<file path="config.mk">
export PLATFORM = sky130hd
export DESIGN_NAME = assembler_token_lexer_top_flat
export DESIGN_NICKNAME = d
export VERILOG_FILES = /design/src/rtl/atl_pkg.sv /design/src/rtl/atl_if.sv /design/src/rtl/assembler_token_lexer_top.sv /design/src/rtl/atl_front.sv /design/src/rtl/atl_queue.sv /design/src/rtl/atl_back.sv /design/src/flat_wrapper.sv
export SDC_FILE = /design/constraint.sdc
export NUM_CORES = 1
export LEC_CHECK = 0
export ABC_AREA = 1
export ABC_CLOCK_PERIOD_IN_PS = 7500
export BUFFER_PORTS_ARGS = -buffer_cell sky130_fd_sc_hd__buf_2
export CAP_MARGIN = 25
export CORE_MARGIN = 2
export CORE_UTILIZATION = 29
export DETAILED_ROUTE_END_ITERATION = 8
export GPL_TIMING_DRIVEN = 0
export MAX_ROUTING_LAYER = met4
export PLACE_DENSITY = 0.5
export SYNTH_ARGS = -nofsm -noshare
export SYNTH_HDL_FRONTEND = slang
export SYNTH_SLANG_ARGS = --single-unit
</file>
<file path="constraint.sdc">
create_clock -name clk -period 7.5 [get_ports clk]
set_clock_uncertainty 0.1 [all_clocks]
set_input_delay 0 -clock clk [delete_from_list [all_inputs] [get_ports clk]]
set_output_delay 0 -clock clk [all_outputs]
set_load 0.02 [all_outputs]
</file>
<file path="src/rtl/atl_pkg.sv">
// Shared types, constants and byte-class functions for the assembler token lexer.
// No dependencies; every other file of the block uses this package.
`timescale 1ns / 1ps
package atl_pkg;

  localparam int LINE_W        = 16;
  localparam int LINE_BITS_DEF = 16;
  localparam int MAX_RES       = 4;
  localparam int CNT_W         = 3;
  localparam int FIFO_DEPTH    = 4;

  localparam logic [4:0] K_IDENT   = 5'd0;
  localparam logic [4:0] K_INT     = 5'd1;
  localparam logic [4:0] K_DIR     = 5'd2;
  localparam logic [4:0] K_CHAR    = 5'd3;
  localparam logic [4:0] K_STR     = 5'd4;
  localparam logic [4:0] K_PLUS    = 5'd5;
  localparam logic [4:0] K_MINUS   = 5'd6;
  localparam logic [4:0] K_STAR    = 5'd7;
  localparam logic [4:0] K_SLASH   = 5'd8;
  localparam logic [4:0] K_COMMA   = 5'd9;
  localparam logic [4:0] K_DOT     = 5'd10;
  localparam logic [4:0] K_COLON   = 5'd11;
  localparam logic [4:0] K_DOLLAR  = 5'd12;
  localparam logic [4:0] K_LPAREN  = 5'd13;
  localparam logic [4:0] K_RPAREN  = 5'd14;
  localparam logic [4:0] K_UNKNOWN = 5'd15;
  localparam logic [4:0] K_EOF     = 5'd16;

  localparam logic [3:0] M_IDLE    = 4'd0;
  localparam logic [3:0] M_IDENT   = 4'd1;
  localparam logic [3:0] M_INT     = 4'd2;
  localparam logic [3:0] M_DIR     = 4'd3;
  localparam logic [3:0] M_DOTWAIT = 4'd4;
  localparam logic [3:0] M_COMMENT = 4'd5;
  localparam logic [3:0] M_CHOPEN  = 4'd6;
  localparam logic [3:0] M_CHESC   = 4'd7;
  localparam logic [3:0] M_CHHEX   = 4'd8;
  localparam logic [3:0] M_CHCLOSE = 4'd9;
  localparam logic [3:0] M_STR     = 4'd10;
  localparam logic [3:0] M_STRESC  = 4'd11;

  localparam logic [7:0] CH_NUL    = 8'h00;
  localparam logic [7:0] CH_TAB    = 8'h09;
  localparam logic [7:0] CH_LF     = 8'h0A;
  localparam logic [7:0] CH_CR     = 8'h0D;
  localparam logic [7:0] CH_SPACE  = 8'h20;
  localparam logic [7:0] CH_DQUOTE = 8'h22;
  localparam logic [7:0] CH_HASH   = 8'h23;
  localparam logic [7:0] CH_QUOTE  = 8'h27;
  localparam logic [7:0] CH_DOT    = 8'h2E;
  localparam logic [7:0] CH_BSLASH = 8'h5C;
  localparam logic [7:0] CH_UNDER  = 8'h5F;
  localparam logic [7:0] CH_LC_N   = 8'h6E;
  localparam logic [7:0] CH_LC_R   = 8'h72;
  localparam logic [7:0] CH_LC_T   = 8'h74;
  localparam logic [7:0] CH_LC_X   = 8'h78;

  typedef struct packed {
    logic [4:0]        kind;
    logic              done;
    logic [7:0]        payload;
    logic [LINE_W-1:0] line;
  } tok_t;

  typedef struct packed {
    logic [CNT_W-1:0]        cnt;
    tok_t [MAX_RES-1:0]      res;
  } bundle_t;

  function automatic tok_t mk_tok(input logic [4:0] kind, input logic done,
                                  input logic [7:0] payload,
                                  input logic [LINE_W-1:0] line);
    tok_t t;
    t.kind    = kind;
    t.done    = done;
    t.payload = payload;
    t.line    = line;
    return t;
  endfunction

  function automatic logic is_alpha(input logic [7:0] b);
    return (b inside {[8'h61:8'h7A], [8'h41:8'h5A]});
  endfunction

  function automatic logic is_digit(input logic [7:0] b);
    return (b inside {[8'h30:8'h39]});
  endfunction

  function automatic logic is_identpart(input logic [7:0] b);
    return (b == CH_UNDER) || is_alpha(b) || is_digit(b);
  endfunction

  function automatic logic is_space(input logic [7:0] b);
    return (b inside {[CH_TAB:CH_CR], CH_SPACE});
  endfunction

  // bit 4 set when b is a hex digit, low nibble is its value
  function automatic logic [4:0] hex_val(input logic [7:0] b);
    logic [4:0] r;
    r = 5'd0;
    if (is_digit(b)) r = {1'b1, 4'(b - 8'h30)};
    else if (b inside {[8'h61:8'h66]}) r = {1'b1, 4'(b - 8'h57)};
    else if (b inside {[8'h41:8'h46]}) r = {1'b1, 4'(b - 8'h37)};
    return r;
  endfunction

  function automatic logic [7:0] unescape(input logic [7:0] b);
    logic [7:0] r;
    r = b;
    if (b == CH_LC_T) r = CH_TAB;
    else if (b == CH_LC_N) r = CH_LF;
    else if (b == CH_LC_R) r = CH_CR;
    return r;
  endfunction

  function automatic logic [4:0] punct_kind(input logic [7:0] b);
    logic [4:0] k;
    case (b)
      8'h2B:   k = K_PLUS;
      8'h2D:   k = K_MINUS;
      8'h2A:   k = K_STAR;
      8'h2F:   k = K_SLASH;
      8'h2C:   k = K_COMMA;
      8'h2E:   k = K_DOT;
      8'h3A:   k = K_COLON;
      8'h24:   k = K_DOLLAR;
      8'h28:   k = K_LPAREN;
      8'h29:   k = K_RPAREN;
      default: k = K_UNKNOWN;
    endcase
    return k;
  endfunction

endpackage

</file>
<file path="src/rtl/atl_if.sv">
// Stream interfaces of the assembler token lexer: source bytes in, token results out.
// Depends on atl_pkg for the line number width.
`timescale 1ns / 1ps
interface atl_byte_if;
  logic       valid;
  logic       ready;
  logic [7:0] text_byte;

  modport source (output valid, output text_byte, input ready);
  modport sink (input valid, input text_byte, output ready);
endinterface

interface atl_tok_if;
  logic                      valid;
  logic                      ready;
  logic [4:0]                token_kind;
  logic                      is_complete;
  logic [7:0]                payload;
  logic [atl_pkg::LINE_W-1:0] line_number;
  logic                      run_end;

  modport source (output valid, output token_kind, output is_complete, output payload,
                  output line_number, output run_end, input ready);
  modport sink (input valid, input token_kind, input is_complete, input payload,
                input line_number, input run_end, output ready);
endinterface

</file>
<file path="src/rtl/assembler_token_lexer_top.sv">
// Top level of the assembler token lexer: front end, bundle queue and serializer.
// Depends on atl_pkg, atl_if, atl_front, atl_queue and atl_back.
//
// Usage: source text enters on text_in one byte per transfer; a zero byte ends the
// text, closes any open token, emits EOF (line 0) and returns the lexer to its
// start state with the line count at 1. Results leave on token_out: the text bytes
// of a token, then a completion result with the kind, char value and start line.
// run_end marks the last result caused by one input byte; bytes that cause no
// result (whitespace, comment text, literal openers) produce nothing.
// Throughput: one byte per cycle while each byte yields at most one result and the
// receiver does not stall; a byte yielding N results (N is at most 4) holds the
// output until all N have left, and the QUEUE_DEPTH bundle queue absorbs such
// bursts before text_in.ready drops. When the receiver stalls, results wait at the
// queue head and text_in keeps taking bytes until the queue is full. Synchronous
// reset empties the queue and restores the start state; no clearing pass is needed.
`timescale 1ns / 1ps
module assembler_token_lexer_top #(
  parameter int LINE_BITS   = atl_pkg::LINE_BITS_DEF,
  parameter int QUEUE_DEPTH = atl_pkg::FIFO_DEPTH
) (
  input  logic      clk,
  input  logic      rst,
  atl_byte_if.sink  text_in,
  atl_tok_if.source token_out
);
  import atl_pkg::*;

  logic    push, pop, q_empty, q_full;
  bundle_t wr_bundle, head_bundle;

  atl_front #(.LINE_BITS(LINE_BITS)) u_front (
    .clk     (clk),
    .rst     (rst),
    .text_in (text_in),
    .q_full  (q_full),
    .push    (push),
    .bundle  (wr_bundle)
  );

  atl_queue #(.DEPTH(QUEUE_DEPTH)) u_queue (
    .clk     (clk),
    .rst     (rst),
    .push    (push),
    .wr_data (wr_bundle),
    .pop     (pop),
    .head    (head_bundle),
    .empty   (q_empty),
    .full    (q_full)
  );

  atl_back u_back (
    .clk       (clk),
    .rst       (rst),
    .head      (head_bundle),
    .empty     (q_empty),
    .pop       (pop),
    .token_out (token_out)
  );
endmodule

</file>
<file path="src/rtl/atl_front.sv">
// Lexer front end: takes one byte per transfer, updates the lexer state and
// produces the bundle of up to four results for that byte. Depends on atl_pkg.
`timescale 1ns / 1ps
module atl_front #(
  parameter int LINE_BITS = atl_pkg::LINE_BITS_DEF
) (
  input  logic             clk,
  input  logic             rst,
  atl_byte_if.sink         text_in,
  input  logic             q_full,
  output logic             push,
  output atl_pkg::bundle_t bundle
);
  import atl_pkg::*;

  logic [3:0]           mode, mode_next;
  logic [LINE_BITS-1:0] line_count, line_next;
  logic [7:0]           acc, acc_next;
  logic [1:0]           hex_seen, hex_next;

  logic                 xfer;
  logic                 again;
  logic [7:0]           b;
  logic [4:0]           hv;
  logic [4:0]           k;
  logic [LINE_W-1:0]    ln;
  logic [CNT_W-1:0]     n;
  tok_t [MAX_RES-1:0]   res;

  assign text_in.ready = !q_full;
  assign xfer          = text_in.valid && text_in.ready;

  always_comb begin
    mode_next = mode;
    line_next = line_count;
    acc_next  = acc;
    hex_next  = hex_seen;
    again     = 1'b0;
    n         = '0;
    res       = '0;
    b         = text_in.text_byte;
    hv        = hex_val(b);
    ln        = LINE_W'(line_count);
    k         = (mode == M_IDENT) ? K_IDENT : K_DIR;

    case (mode)
      M_IDENT, M_DIR: begin
        if (b != CH_NUL && is_identpart(b)) begin
          res[n[1:0]] = mk_tok(k, 1'b0, b, ln); n = n + 1'b1;
        end else begin
          res[n[1:0]] = mk_tok(k, 1'b1, 8'd0, ln); n = n + 1'b1;
          again = 1'b1;
        end
      end
      M_INT: begin
        if (is_digit(b)) begin
          res[n[1:0]] = mk_tok(K_INT, 1'b0, b, ln); n = n + 1'b1;
        end else begin
          res[n[1:0]] = mk_tok(K_INT, 1'b1, 8'd0, ln); n = n + 1'b1;
          again = 1'b1;
        end
      end
      M_DOTWAIT: begin
        if (is_alpha(b)) begin
          res[n[1:0]] = mk_tok(K_DIR, 1'b0, CH_DOT, ln); n = n + 1'b1;
          res[n[1:0]] = mk_tok(K_DIR, 1'b0, b, ln); n = n + 1'b1;
          mode_next = M_DIR;
        end else begin
          res[n[1:0]] = mk_tok(K_DOT, 1'b0, CH_DOT, ln); n = n + 1'b1;
          res[n[1:0]] = mk_tok(K_DOT, 1'b1, 8'd0, ln); n = n + 1'b1;
          again = 1'b1;
        end
      end
      M_COMMENT: begin
        if (b == CH_NUL || b == CH_LF || b == CH_CR) again = 1'b1;
      end
      M_CHOPEN: begin
        if (b == CH_NUL) begin
          res[n[1:0]] = mk_tok(K_CHAR, 1'b1, 8'd0, ln); n = n + 1'b1;
          again = 1'b1;
        end else if (b == CH_QUOTE) begin
          res[n[1:0]] = mk_tok(K_CHAR, 1'b1, 8'd0, ln); n = n + 1'b1;
          mode_next = M_IDLE;
        end else if (b == CH_BSLASH) begin
          mode_next = M_CHESC;
        end else begin
          acc_next  = b;
          mode_next = M_CHCLOSE;
        end
      end
      M_CHESC: begin
        if (b == CH_NUL) begin
          res[n[1:0]] = mk_tok(K_CHAR, 1'b1, 8'd0, ln); n = n + 1'b1;
          again = 1'b1;
        end else if (b == CH_LC_X) begin
          acc_next  = 8'd0;
          hex_next  = 2'd0;
          mode_next = M_CHHEX;
        end else begin
          acc_next  = unescape(b);
          mode_next = M_CHCLOSE;
        end
      end
      M_CHHEX: begin
        if (b == CH_NUL) begin
          res[n[1:0]] = mk_tok(K_CHAR, 1'b1, acc, ln); n = n + 1'b1;
          again = 1'b1;
        end else if (b == CH_QUOTE) begin
          res[n[1:0]] = mk_tok(K_CHAR, 1'b1, acc, ln); n = n + 1'b1;
          mode_next = M_IDLE;
        end else if (hex_seen == 2'd0) begin
          if (hv[4]) begin
            acc_next = {4'd0, hv[3:0]};
            hex_next = 2'd1;
          end else begin
            hex_next = 2'd2;
          end
        end else begin
          if (hex_seen == 2'd1 && hv[4]) acc_next = {acc[3:0], hv[3:0]};
          mode_next = M_CHCLOSE;
        end
      end
      M_CHCLOSE: begin
        res[n[1:0]] = mk_tok(K_CHAR, 1'b1, acc, ln); n = n + 1'b1;
        if (b == CH_NUL) again = 1'b1;
        else mode_next = M_IDLE;
      end
      M_STR: begin
        if (b == CH_NUL) begin
          res[n[1:0]] = mk_tok(K_STR, 1'b1, 8'd0, ln); n = n + 1'b1;
          again = 1'b1;
        end else if (b == CH_DQUOTE) begin
          res[n[1:0]] = mk_tok(K_STR, 1'b1, 8'd0, ln); n = n + 1'b1;
          mode_next = M_IDLE;
        end else if (b == CH_BSLASH) begin
          mode_next = M_STRESC;
        end else begin
          res[n[1:0]] = mk_tok(K_STR, 1'b0, b, ln); n = n + 1'b1;
        end
      end
      M_STRESC: begin
        if (b == CH_NUL) begin
          res[n[1:0]] = mk_tok(K_STR, 1'b1, 8'd0, ln); n = n + 1'b1;
          again = 1'b1;
        end else begin
          res[n[1:0]] = mk_tok(K_STR, 1'b0, unescape(b), ln); n = n + 1'b1;
          mode_next = M_STR;
        end
      end
      default: again = 1'b1;
    endcase

    if (again) begin
      mode_next = M_IDLE;
      if (b == CH_NUL) begin
        res[n[1:0]] = mk_tok(K_EOF, 1'b1, 8'd0, '0); n = n + 1'b1;
        line_next = LINE_BITS'(1);
        acc_next  = 8'd0;
        hex_next  = 2'd0;
      end else if (is_space(b)) begin
        if (b == CH_LF && line_count != {LINE_BITS{1'b1}}) line_next = line_count + 1'b1;
      end else if (b == CH_UNDER || is_alpha(b)) begin
        res[n[1:0]] = mk_tok(K_IDENT, 1'b0, b, ln); n = n + 1'b1;
        mode_next = M_IDENT;
      end else if (is_digit(b)) begin
        res[n[1:0]] = mk_tok(K_INT, 1'b0, b, ln); n = n + 1'b1;
        mode_next = M_INT;
      end else if (b == CH_HASH) begin
        mode_next = M_COMMENT;
      end else if (b == CH_DOT) begin
        mode_next = M_DOTWAIT;
      end else if (b == CH_QUOTE) begin
        acc_next  = 8'd0;
        mode_next = M_CHOPEN;
      end else if (b == CH_DQUOTE) begin
        mode_next = M_STR;
      end else begin
        res[n[1:0]] = mk_tok(punct_kind(b), 1'b0, b, ln); n = n + 1'b1;
        res[n[1:0]] = mk_tok(punct_kind(b), 1'b1, 8'd0, ln); n = n + 1'b1;
      end
    end
  end

  assign push       = xfer && (n != '0);
  assign bundle.cnt = n;
  assign bundle.res = res;

  always_ff @(posedge clk) begin
    if (rst) begin
      mode       <= M_IDLE;
      line_count <= LINE_BITS'(1);
      acc        <= 8'd0;
      hex_seen   <= 2'd0;
    end else if (xfer) begin
      mode       <= mode_next;
      line_count <= line_next;
      acc        <= acc_next;
      hex_seen   <= hex_next;
    end
  end

  a_line_nonzero: assert property (@(posedge clk) disable iff (rst)
    line_count != '0) else $error("line counter reached zero");
  a_eof_clears: assert property (@(posedge clk) disable iff (rst)
    xfer && text_in.text_byte == CH_NUL |=> mode == M_IDLE && line_count == LINE_BITS'(1))
    else $error("zero byte did not restart the lexer");
  a_push_cnt: assert property (@(posedge clk) disable iff (rst)
    push |-> bundle.cnt <= CNT_W'(MAX_RES)) else $error("bundle count out of range");
endmodule

</file>
<file path="src/rtl/atl_queue.sv">
// Short queue of result bundles between the lexer front end and the output serializer.
// Depends on atl_pkg for the bundle type.
`timescale 1ns / 1ps
module atl_queue #(
  parameter int DEPTH = atl_pkg::FIFO_DEPTH
) (
  input  logic             clk,
  input  logic             rst,
  input  logic             push,
  input  atl_pkg::bundle_t wr_data,
  input  logic             pop,
  output atl_pkg::bundle_t head,
  output logic             empty,
  output logic             full
);
  import atl_pkg::*;

  localparam int PW = (DEPTH > 1) ? $clog2(DEPTH) : 1;
  localparam int CW = $clog2(DEPTH + 1);

  bundle_t         mem [DEPTH];
  logic [PW-1:0]   wr_ptr, rd_ptr;
  logic [CW-1:0]   count;

  assign empty = (count == '0);
  assign full  = (count == CW'(DEPTH));
  assign head  = mem[rd_ptr];

  always_ff @(posedge clk) begin
    if (push) mem[wr_ptr] <= wr_data;
  end

  always_ff @(posedge clk) begin
    if (rst) begin
      wr_ptr <= '0;
      rd_ptr <= '0;
      count  <= '0;
    end else begin
      if (push) wr_ptr <= (wr_ptr == PW'(DEPTH - 1)) ? '0 : wr_ptr + 1'b1;
      if (pop)  rd_ptr <= (rd_ptr == PW'(DEPTH - 1)) ? '0 : rd_ptr + 1'b1;
      if (push && !pop) count <= count + 1'b1;
      else if (pop && !push) count <= count - 1'b1;
    end
  end

  a_no_overflow: assert property (@(posedge clk) disable iff (rst)
    push |-> !full) else $error("push into full queue");
  a_no_underflow: assert property (@(posedge clk) disable iff (rst)
    pop |-> !empty) else $error("pop from empty queue");
  a_count_up: assert property (@(posedge clk) disable iff (rst)
    push && !pop |=> count == $past(count) + 1'b1) else $error("queue count lost a push");
endmodule

</file>
<file path="src/rtl/atl_back.sv">
// Output serializer: walks the results of the bundle at the queue head, one per
// transfer, and marks the last one of each input byte. Depends on atl_pkg.
`timescale 1ns / 1ps
module atl_back (
  input  logic             clk,
  input  logic             rst,
  input  atl_pkg::bundle_t head,
  input  logic             empty,
  output logic             pop,
  atl_tok_if.source        token_out
);
  import atl_pkg::*;

  logic [1:0]       idx;
  logic             last;
  logic             xfer;
  tok_t             cur;

  assign cur  = head.res[idx];
  assign last = (CNT_W'(idx) + 1'b1 == head.cnt);
  assign xfer = token_out.valid && token_out.ready;
  assign pop  = xfer && last;

  assign token_out.valid       = !empty;
  assign token_out.token_kind  = cur.kind;
  assign token_out.is_complete = cur.done;
  assign token_out.payload     = cur.payload;
  assign token_out.line_number = cur.line;
  assign token_out.run_end     = last;

  always_ff @(posedge clk) begin
    if (rst) begin
      idx <= '0;
    end else if (xfer) begin
      idx <= last ? '0 : idx + 1'b1;
    end
  end

  a_head_nonempty: assert property (@(posedge clk) disable iff (rst)
    token_out.valid |-> head.cnt != '0) else $error("empty bundle in queue");
  a_idx_in_range: assert property (@(posedge clk) disable iff (rst)
    token_out.valid |-> CNT_W'(idx) < head.cnt) else $error("result index past bundle");
  a_idx_reset: assert property (@(posedge clk)
    rst |=> idx == '0) else $error("result index not cleared by reset");
endmodule
</file>
<file path="src/flat_wrapper.sv">
// flat-port wrapper written by rule: the top's interface ports become plain ports
module assembler_token_lexer_top_flat import atl_pkg::*;
#(
  parameter int LINE_BITS   = atl_pkg::LINE_BITS_DEF,
  parameter int QUEUE_DEPTH = atl_pkg::FIFO_DEPTH
)
  (clk, rst, text_in_valid, text_in_text_byte, text_in_ready, token_out_valid, token_out_token_kind, token_out_is_complete, token_out_payload, token_out_line_number, token_out_run_end, token_out_ready);
  atl_byte_if text_in_i ();
  atl_tok_if token_out_i ();
  input  logic clk;
  input  logic rst;
  input wire logic [$bits(text_in_i.valid)-1:0] text_in_valid;
  input wire logic [$bits(text_in_i.text_byte)-1:0] text_in_text_byte;
  output wire logic [$bits(text_in_i.ready)-1:0] text_in_ready;
  output wire logic [$bits(token_out_i.valid)-1:0] token_out_valid;
  output wire logic [$bits(token_out_i.token_kind)-1:0] token_out_token_kind;
  output wire logic [$bits(token_out_i.is_complete)-1:0] token_out_is_complete;
  output wire logic [$bits(token_out_i.payload)-1:0] token_out_payload;
  output wire logic [$bits(token_out_i.line_number)-1:0] token_out_line_number;
  output wire logic [$bits(token_out_i.run_end)-1:0] token_out_run_end;
  input wire logic [$bits(token_out_i.ready)-1:0] token_out_ready;
  assign text_in_i.valid = text_in_valid;
  assign text_in_i.text_byte = text_in_text_byte;
  assign text_in_ready = text_in_i.ready;
  assign token_out_valid = token_out_i.valid;
  assign token_out_token_kind = token_out_i.token_kind;
  assign token_out_is_complete = token_out_i.is_complete;
  assign token_out_payload = token_out_i.payload;
  assign token_out_line_number = token_out_i.line_number;
  assign token_out_run_end = token_out_i.run_end;
  assign token_out_i.ready = token_out_ready;
  assembler_token_lexer_top #(.LINE_BITS(LINE_BITS), .QUEUE_DEPTH(QUEUE_DEPTH)) u_core (.clk(clk), .rst(rst), .text_in(text_in_i), .token_out(token_out_i));
endmodule
</file>
==> run_results.csv, run 1 <==
group,metric,value,unit
outcome,status,"finished clean",
place,routabilityCongestion,0.9200,
grt,grt_pass1_vias,18345,
detailed_routing,drt_iter0_drc,2136,
detailed_routing,antenna_left,0,
grt,grt_max_degree,27,
cells_and_area,syn_to_final_growth,16.31,%
synthesis,synth-edff-count,492,
worst_setup_path,worstPathArrival,5100,ps
worst_setup_path,crit_slowest_cell,"nor2_4",
place,portBuffers,42,
detailed_routing,drt_pass1_iterations,5,
timing,setup_violations,0,
die,core,83290,µm²
worst_setup_path,crit_type,"in2reg",
pwr,p_total,11690,µW
place,place_area,26300,µm²
cells_and_area,fillers,8373,
synthesis,synth_top_area_share,60.82,%
cells_and_area,nets,2410,
die,rows,106,
timing,final.period_utilization,64.86,%
synthesis,synth_area,24290,µm²
die,die_area,86090,µm²
worst_setup_path,worst_r2r_endpoint,"u_core.u_queue.mem[2][35]",
timing,tightest_slew,1123,ps
synthesis,synthFlopType,"edfxtp_1",
timing,timing.fmax,0.2056,GHz
detailed_routing,drt-wirelength-per-cell,25.30,µm
cells_and_area,multi_input_area,7646,µm²
synthesis,yosys.area_share.simple,15.17,%
worst_setup_path,r2r-start,"u_core.u_front.mode[0]",
detailed_routing,vias,18970,
flow_run,cap_violations,0,
timing,period_needed,4865,ps
pwr,max-vdd-ir-drop,0.0001852,V
synthesis,synthMuxAreaShare,0,%
cts,cts_max_path_buffers,3,
worst_setup_path,endpoint,"u_core.u_queue.mem[2][35]",
synthesis,synth_xor_area_share,0.5408,%
cells_and_area,drive_gt1_share,10.86,%
grt,grt_pass1_wl,127.7,mm
cts,cts_tree,"built",
pwr,power.density,413.9,nW/µm²
cts,cts_made_buffers,55,
grt,antenna_found_initial,3,
worst_setup_path,crit_chain,"dlygate4sd3_1, buf_2, inv_1, ha_1, nand2_1, inv_2, nand2_2, nor2_1, or2_1, a21oi_2, inv_2, ha_1, inv_1, nand2_1, nand3_1, nand2_1, nand3_1, nand3_2, nand2_4, nor2_4, buf_12, buf_12, buf_12",
die,die_h,293.4,µm
synthesis,synthAdderAreaFrac,1.113,%
worst_setup_path,cp_max_fo,23,
worst_setup_path,endpoint_kind,"register",
synthesis,ys_seq_area_share,64.20,%
synthesis,synth_top_family_by_area,"simple AND/OR/NAND/NOR gates",
synthesis,synth_compound_area_share,14.53,%
place,dp_hpwl,62.24,mm
worst_setup_path,worstPathRequired,7730,ps
cells_and_area,seqCellArea,15600,µm²
cts,numClockSinks,533,
synthesis,avgSynthCellArea,10.83,µm²
synthesis,synth_cell_types,58,
worst_hold_path,holdCritPathClass,"in2reg",
cts,h-tree-depth,2,
cts,clkTransAtPathRegs,60,ps
timing,hold_viol,0,
grt,track_usage,20.91,%
pwr,leakage,0.009630,µW
synthesis,ys_seq_elements,533,
detailed_routing,wl,88.69,mm
timing,rsz0062_at_grt,"no",
die,ios,45,
cells_and_area,utilization,33.92,%
synthesis,synth.largest_area_cell,"edfxtp_1",
synthesis,syn_nets,2276,
worst_setup_path,worstRegToRegCells,19,
worst_setup_path,startpoint,"text_in_text_byte[0]",
die,die_w,293.4,µm
synthesis,yosysWarnings,0,
cts,postCtsSetupRepairBufs,0,
synthesis,synth_most_common_cell,"edfxtp_1",
synthesis,synth_top_cells_by_area,"edfxtp_1 61%, o21ai_0 6.0%, nor2_1 5.5%",
cells_and_area,final_cell_area,28250,µm²
timing,drv_slew,0,
die,start_util,29.16,%
detailed_routing,viasPerCell,5.412,
synthesis,syn_inst,2243,
detailed_routing,drcViolationCount,0,
cts,ctsRootBufferMaster,"clkbuf_16",
cells_and_area,fin_cells,3505,
synthesis,async_flop_share,0,%
grt,overflow,0,
timing,worst_slew_margin_rel,25.15,%
cts,worstSkewPairLatency,650,ps
worst_setup_path,max_stage_delay,540,ps
worst_setup_path,critPathLaunchType,"input pin",
worst_setup_path,worst-r2r-setup-slack,3030,ps
timing,tns,0,ps
place,dp.cells,3386,
synthesis,synth_common_cells,"492 x edfxtp_1, 355 x nor2_1, 289 x o21ai_0, 226 x nand2_1",
power breakdown:
| part | switching, µW | total (µW) | internal (µW) |
|---|---|---|---|
| clock | 1180 | 2770 | 1590 |
| sequential | 180 | 4420 | 4240 |
| combinational | 3410 | 4510 | 1100 |
layer usage:
| metal | wire length (µm) | vias up | global-route usage, % | part of all wire [%] |
|---|---|---|---|---|
| met5 | 0 | - | - | 0 |
| met4 | 3038 | 0 | 6.969 | 3.4 |
| met3 | 6450 | 151 | 3.389 | 7.3 |
| met2 | 42010 | 857 | 32.94 | 47 |
| met1 | 37190 | 9482 | 27.49 | 42 |
| li1 | - | 8480 | - | - |
cell families (layout without fill, tap and decap cells):
group | Yosys count | after routing
DFF | 533 | 533
adders and majority gates | 21 | 21
other | 0 | 3
xor gates and xnor gates | 15 | 15
AOI/OAI and AO/OA | 578 | 578
buffers and inverters | 268 | 447
and+or+nand+nor | 828 | 828
sequential cells by signal (all words and copies together), names as in the netlist, named ones only:
| name | cells |
|---|---|
| u_core.u_queue.mem | 492 |
| u_core.u_front.line_count | 16 |
| u_core.u_front.acc | 8 |
| u_core.u_front.mode | 4 |
| u_core.u_queue.count | 3 |
| u_core.u_back.idx | 2 |
| u_core.u_front.hex_seen | 2 |
| u_core.u_queue.rd_ptr | 2 |
| u_core.u_queue.wr_ptr | 2 |
cell usage in the layout, fill, tap and decap left out, drive strengths merged, types with 4 or more instances in the layout:
master	synthesis	routed
nor2	374	374
a21oi	70	70
o211ai	46	46
or2	4	4
dlygate4sd3	0	12
o21ai	294	294
a31oi	7	7
ha	20	20
o22ai	48	48
nor3	85	85
clkinv	3	25
nand4	9	9
a221oi	4	4
buf	25	89
dfxtp	41	41
nor4	21	21
xor2	15	15
a211oi	6	6
nand2	245	245
o221ai	88	88
nand3	87	87
edfxtp	492	492
bufinv	0	6
inv	133	134
clkbuf	107	180
worst max-delay path: cells and delay by family:
family / cells / cell delay (ps)
adders and majority gates: 2 / 660
buffers and inverters: 9 / 2210
and+or+nand+nor: 11 / 2070
AOI/OAI and AO/OA: 1 / 80
worst min-delay path by stage:
stage	depth (start not counted)	end	slack (ps)	start
after floorplan	3	u_core.u_back.idx[1]	80	rst
after detailed placement	4	u_core.u_back.idx[1]	310	rst
after CTS	3	u_core.u_queue.mem[0][17]	10	text_in_text_byte[1]
after global placement	4	u_core.u_back.idx[1]	290	rst
final	3	u_core.u_queue.mem[0][17]	70	text_in_text_byte[1]
after global routing	3	u_core.u_queue.mem[0][17]	40	text_in_text_byte[1]
layout make-up:
class,instances,area share (%)
sequential,533,55.20
multi-input combinational,1442,27.06
clock buffer,72,5.168
tap,1080,4.783
timing repair buffer,77,2.675
buffer,132,2.006
inverter,136,1.816
clock inverter,30,1.262
antenna,3,0.02657
metrics by stage:
step | setup slack (ps) | hold slack (ps)
2_1_floorplan | -293.9 | 81.36
3_3_place_gp | -6502 | 293.7
3_5_place_dp | 2522 | 307.8
4_1_cts | 2720 | 14.16
5_1_grt | 2405 | 39.42
6_report | 2636 | 71.68
what timing repair did:
| action | in CTS | in global routing |
|---|---|---|
| hold endpoints to repair | 92 | 0 |
| resized for setup | 0 | 0 |
| endpoints found under the setup margin | 0 | 0 |
| hold buffers | 12 | 0 |
(Power assumes the default switching activity.)
==> run 2, diff against run 1 <==
--- a/config.mk
+++ b/config.mk
@@ -6,7 +6,7 @@
 export NUM_CORES = 1
 export LEC_CHECK = 0
 export ABC_AREA = 1
-export ABC_CLOCK_PERIOD_IN_PS = 7500
+export ABC_CLOCK_PERIOD_IN_PS = 4800
 export BUFFER_PORTS_ARGS = -buffer_cell sky130_fd_sc_hd__buf_2
 export CAP_MARGIN = 25
 export CORE_MARGIN = 2
@@ -14,7 +14,7 @@
 export DETAILED_ROUTE_END_ITERATION = 8
 export GPL_TIMING_DRIVEN = 0
 export MAX_ROUTING_LAYER = met4
-export PLACE_DENSITY = 0.5
+export PLACE_DENSITY = 0.49
 export SYNTH_ARGS = -nofsm -noshare
 export SYNTH_HDL_FRONTEND = slang
 export SYNTH_SLANG_ARGS = --single-unit
==> constraint.sdc (replaced) <==
create_clock -name clk -period 4.8 [get_ports clk]
set_clock_uncertainty 0.1 [all_clocks]
set_input_delay 0 -clock clk [delete_from_list [all_inputs] [get_ports clk]]
set_output_delay 0 -clock clk [all_outputs]
set_load 0.02 [all_outputs]
==> run 2 against run 1 <==
Compared with the run above:
- wire length rose by 0.30%
- clock-buffer cell count fell by 4
- sequential power rose by 56%
- non-clock buffer count rose by 19
- utilization rose by 0.20 points
- setup slack got worse by 2200 ps
- combinational power rose by 59%
- largest cell class unchanged
- highest routed layer unchanged
==> run_results.csv, run 2 (synthesis gave the netlist of run 1 again) <==
group,metric,value,unit
cells_and_area,syn_to_final_growth,17.00,%
detailed_routing,met2_wirelength,41.94,mm
pwr,seq_power_share,37.8,%
worst_setup_path,worstPathArrival,4580,ps
die,die_h,293.4,µm
timing,final.setup.worst_slack,467.5,ps
timing,tns,0,ps
pwr,p_sw_share,41.17,%
cts,cts_made_buffers,55,
cells_and_area,fillers,8366,
worst_setup_path,endpoint_kind,"register",
pwr,max-vdd-ir-drop,0.0002989,V
detailed_routing,drt-wirelength-per-cell,25.26,µm
pwr,power.density,642.5,nW/µm²
cts,cts_max_path_buffers,3,
place,portBuffers,42,
place,routabilityCongestion,0.9197,
detailed_routing,drcViolationCount,0,
detailed_routing,wl,88.96,mm
cts,h-tree-depth,2,
timing,timing.fmax,0.2308,GHz
worst_setup_path,cp_max_fo,21,
cells_and_area,multi_input_area,7652,µm²
timing,tightest_slew,1186,ps
pwr,p_clk_share,22.9,%
cts,cts_tree,"built",
worst_setup_path,critPathLaunchType,"register",
cts,ctsRootBufferMaster,"clkbuf_16",
place,dp_hpwl,62.34,mm
outcome,status,"finished clean",
worst_setup_path,worstPathRequired,5050,ps
detailed_routing,drt_iter0_drc,2055,
detailed_routing,wl_met1,38.42,mm
timing,final.period_utilization,90.26,%
cells_and_area,diodes,0,
pwr,p_total,18260,µW
cells_and_area,seqCellArea,15600,µm²
grt,overflow,0,
detailed_routing,viasPerCell,5.369,
timing,setup_violations,0,
cells_and_area,largest_register_ffs,492,
worst_setup_path,crit_type,"reg2reg",
die,die_area,86090,µm²
grt,grt_pass1_vias,18599,
die,ios,45,
cells_and_area,final_cell_area,28420,µm²
cts,worstSkewPairLatency,650,ps
grt,grt_max_degree,27,
cells_and_area,largest_register,"u_core.u_queue.mem",
detailed_routing,drt_pass1_iterations,6,
detailed_routing,route.top_layer_used,"met4",
cts,clkTransAtPathRegs,60,ps
timing,worst_slew_margin_rel,20.91,%
worst_hold_path,holdCritPathClass,"in2reg",
flow_run,cap_violations,0,
detailed_routing,vias,18911,
timing,drv_slew,0,
pwr,pwr-share-comb,39.3,%
grt,antenna_found_initial,2,
cells_and_area,reg_top3,"u_core.u_queue.mem: 492 flops, u_core.u_front.line_count: 16 flops, u_core.u_front.acc: 8 flops",
cells_and_area,mostFrequentLayoutCells,"492 x edfxtp_1, 351 x nor2_1, 289 x o21ai_0",
grt,track_usage,20.75,%
timing,hold_viol,0,
cells_and_area,drive_gt1_share,11.67,%
die,die_w,293.4,µm
detailed_routing,antenna_left,0,
grt,grt_pass1_wl,127.1,mm
timing,whs,37.90,ps
die,rows,106,
die,core,83290,µm²
timing,period_needed,4333,ps
cells_and_area,mostFrequentLayoutCell,"edfxtp_1",
cts,numClockSinks,533,
detailed_routing,wl_met3,6.068,mm
pwr,leakage,0.009730,µW
timing,rsz0062_at_grt,"no",
die,start_util,29.16,%
cells_and_area,nets,2430,
pwr,p_sw,7518,µW
place,pre_cts_ws,-252.1,ps
place,place_area,26430,µm²
pwr,intPower,10740,µW
## run 2: cell count changes in the layout (fill, tap and decap cells not counted), moves of 2 or more
cell        before  now
buf_16           1    8
clkinv_2         8   10
buf_2           58   60
buf_4            5   15
clkbuf_1       122  118
clkinv_4         3    1
bufinv_16        6    3
buf_12          19   14
diode_2          3    0
buf_6            5    8
clkinvlp_4       1    4
## run 2: worst max-delay path, stage by stage (launching register included)
cell and delay (ps):
dfxtp_1 460, nand2_1 160, nor2_1 260, inv_1 130, nor2_1 350, or2_1 180, a21oi_2 80, inv_2 120
ha_1 270, inv_1 120, nand2_1 80, nand3_1 70, nand2_1 60, nand3_1 210, nand3_2 170, nand2_4 150
nor2_4 430, buf_12 260, buf_16 190, buf_16 180
## run 2: per-stage QoR
step	instances	util (%)
6_report	3522	34.12
5_1_grt	3522	34.12
4_1_cts	3506	33.98
3_5_place_dp	3391	31.73
3_3_place_gp	3365	31.05
2_1_floorplan	2243	-
## run 2: timing repair
item / CTS / global route
resized for setup: 0 / 0
buffers inserted: 0 / 10
hold buffers: 13 / 0
endpoints found under the hold margin: 99 / 0
setup endpoints to repair: 0 / 93
## run 2: routing by layer
layer  global-route usage [%]  vias up
met5                        -        -
met3                    2.239      148
met2                    32.99      810
met4                    6.371        0
li1                         -     8512
met1                    27.97     9441
## run 2: layout make-up
| class | count | share of cell area (%) |
|---|---|---|
| repair buffers | 96 | 3.491 |
| well taps | 1080 | 4.755 |
| multi-input cells | 1443 | 26.92 |
| flip-flops and latches | 533 | 54.87 |
| inverters | 136 | 1.805 |
| plain buffers | 132 | 1.994 |
| clock buffers | 68 | 5.085 |
| clock inverters | 34 | 1.074 |
## run 2: path summary, 6_finish.rpt
path	cells after the start	end	slack (ps)	from
max	19	u_core.u_queue.mem[1][51]	470	u_core.u_front.mode[0]
min	4	u_core.u_queue.mem[2][21]	40	text_in_text_byte[5]
max reg2reg	19	u_core.u_queue.mem[1][51]	470	u_core.u_front.mode[0]
min reg2reg	2	u_core.u_front.line_count[4]	390	u_core.u_front.line_count[4]
## run 2: power by group through the flow
stage               combinational (µW)  sequential [µW]  clock (µW)
global route                      7650             6980        4410
detailed placement                7100             6990           0
finish                            7170             6900        4190
CTS                               7140             6900        4230
floorplan                         3890             7010           0
global placement                  6420             6990           0
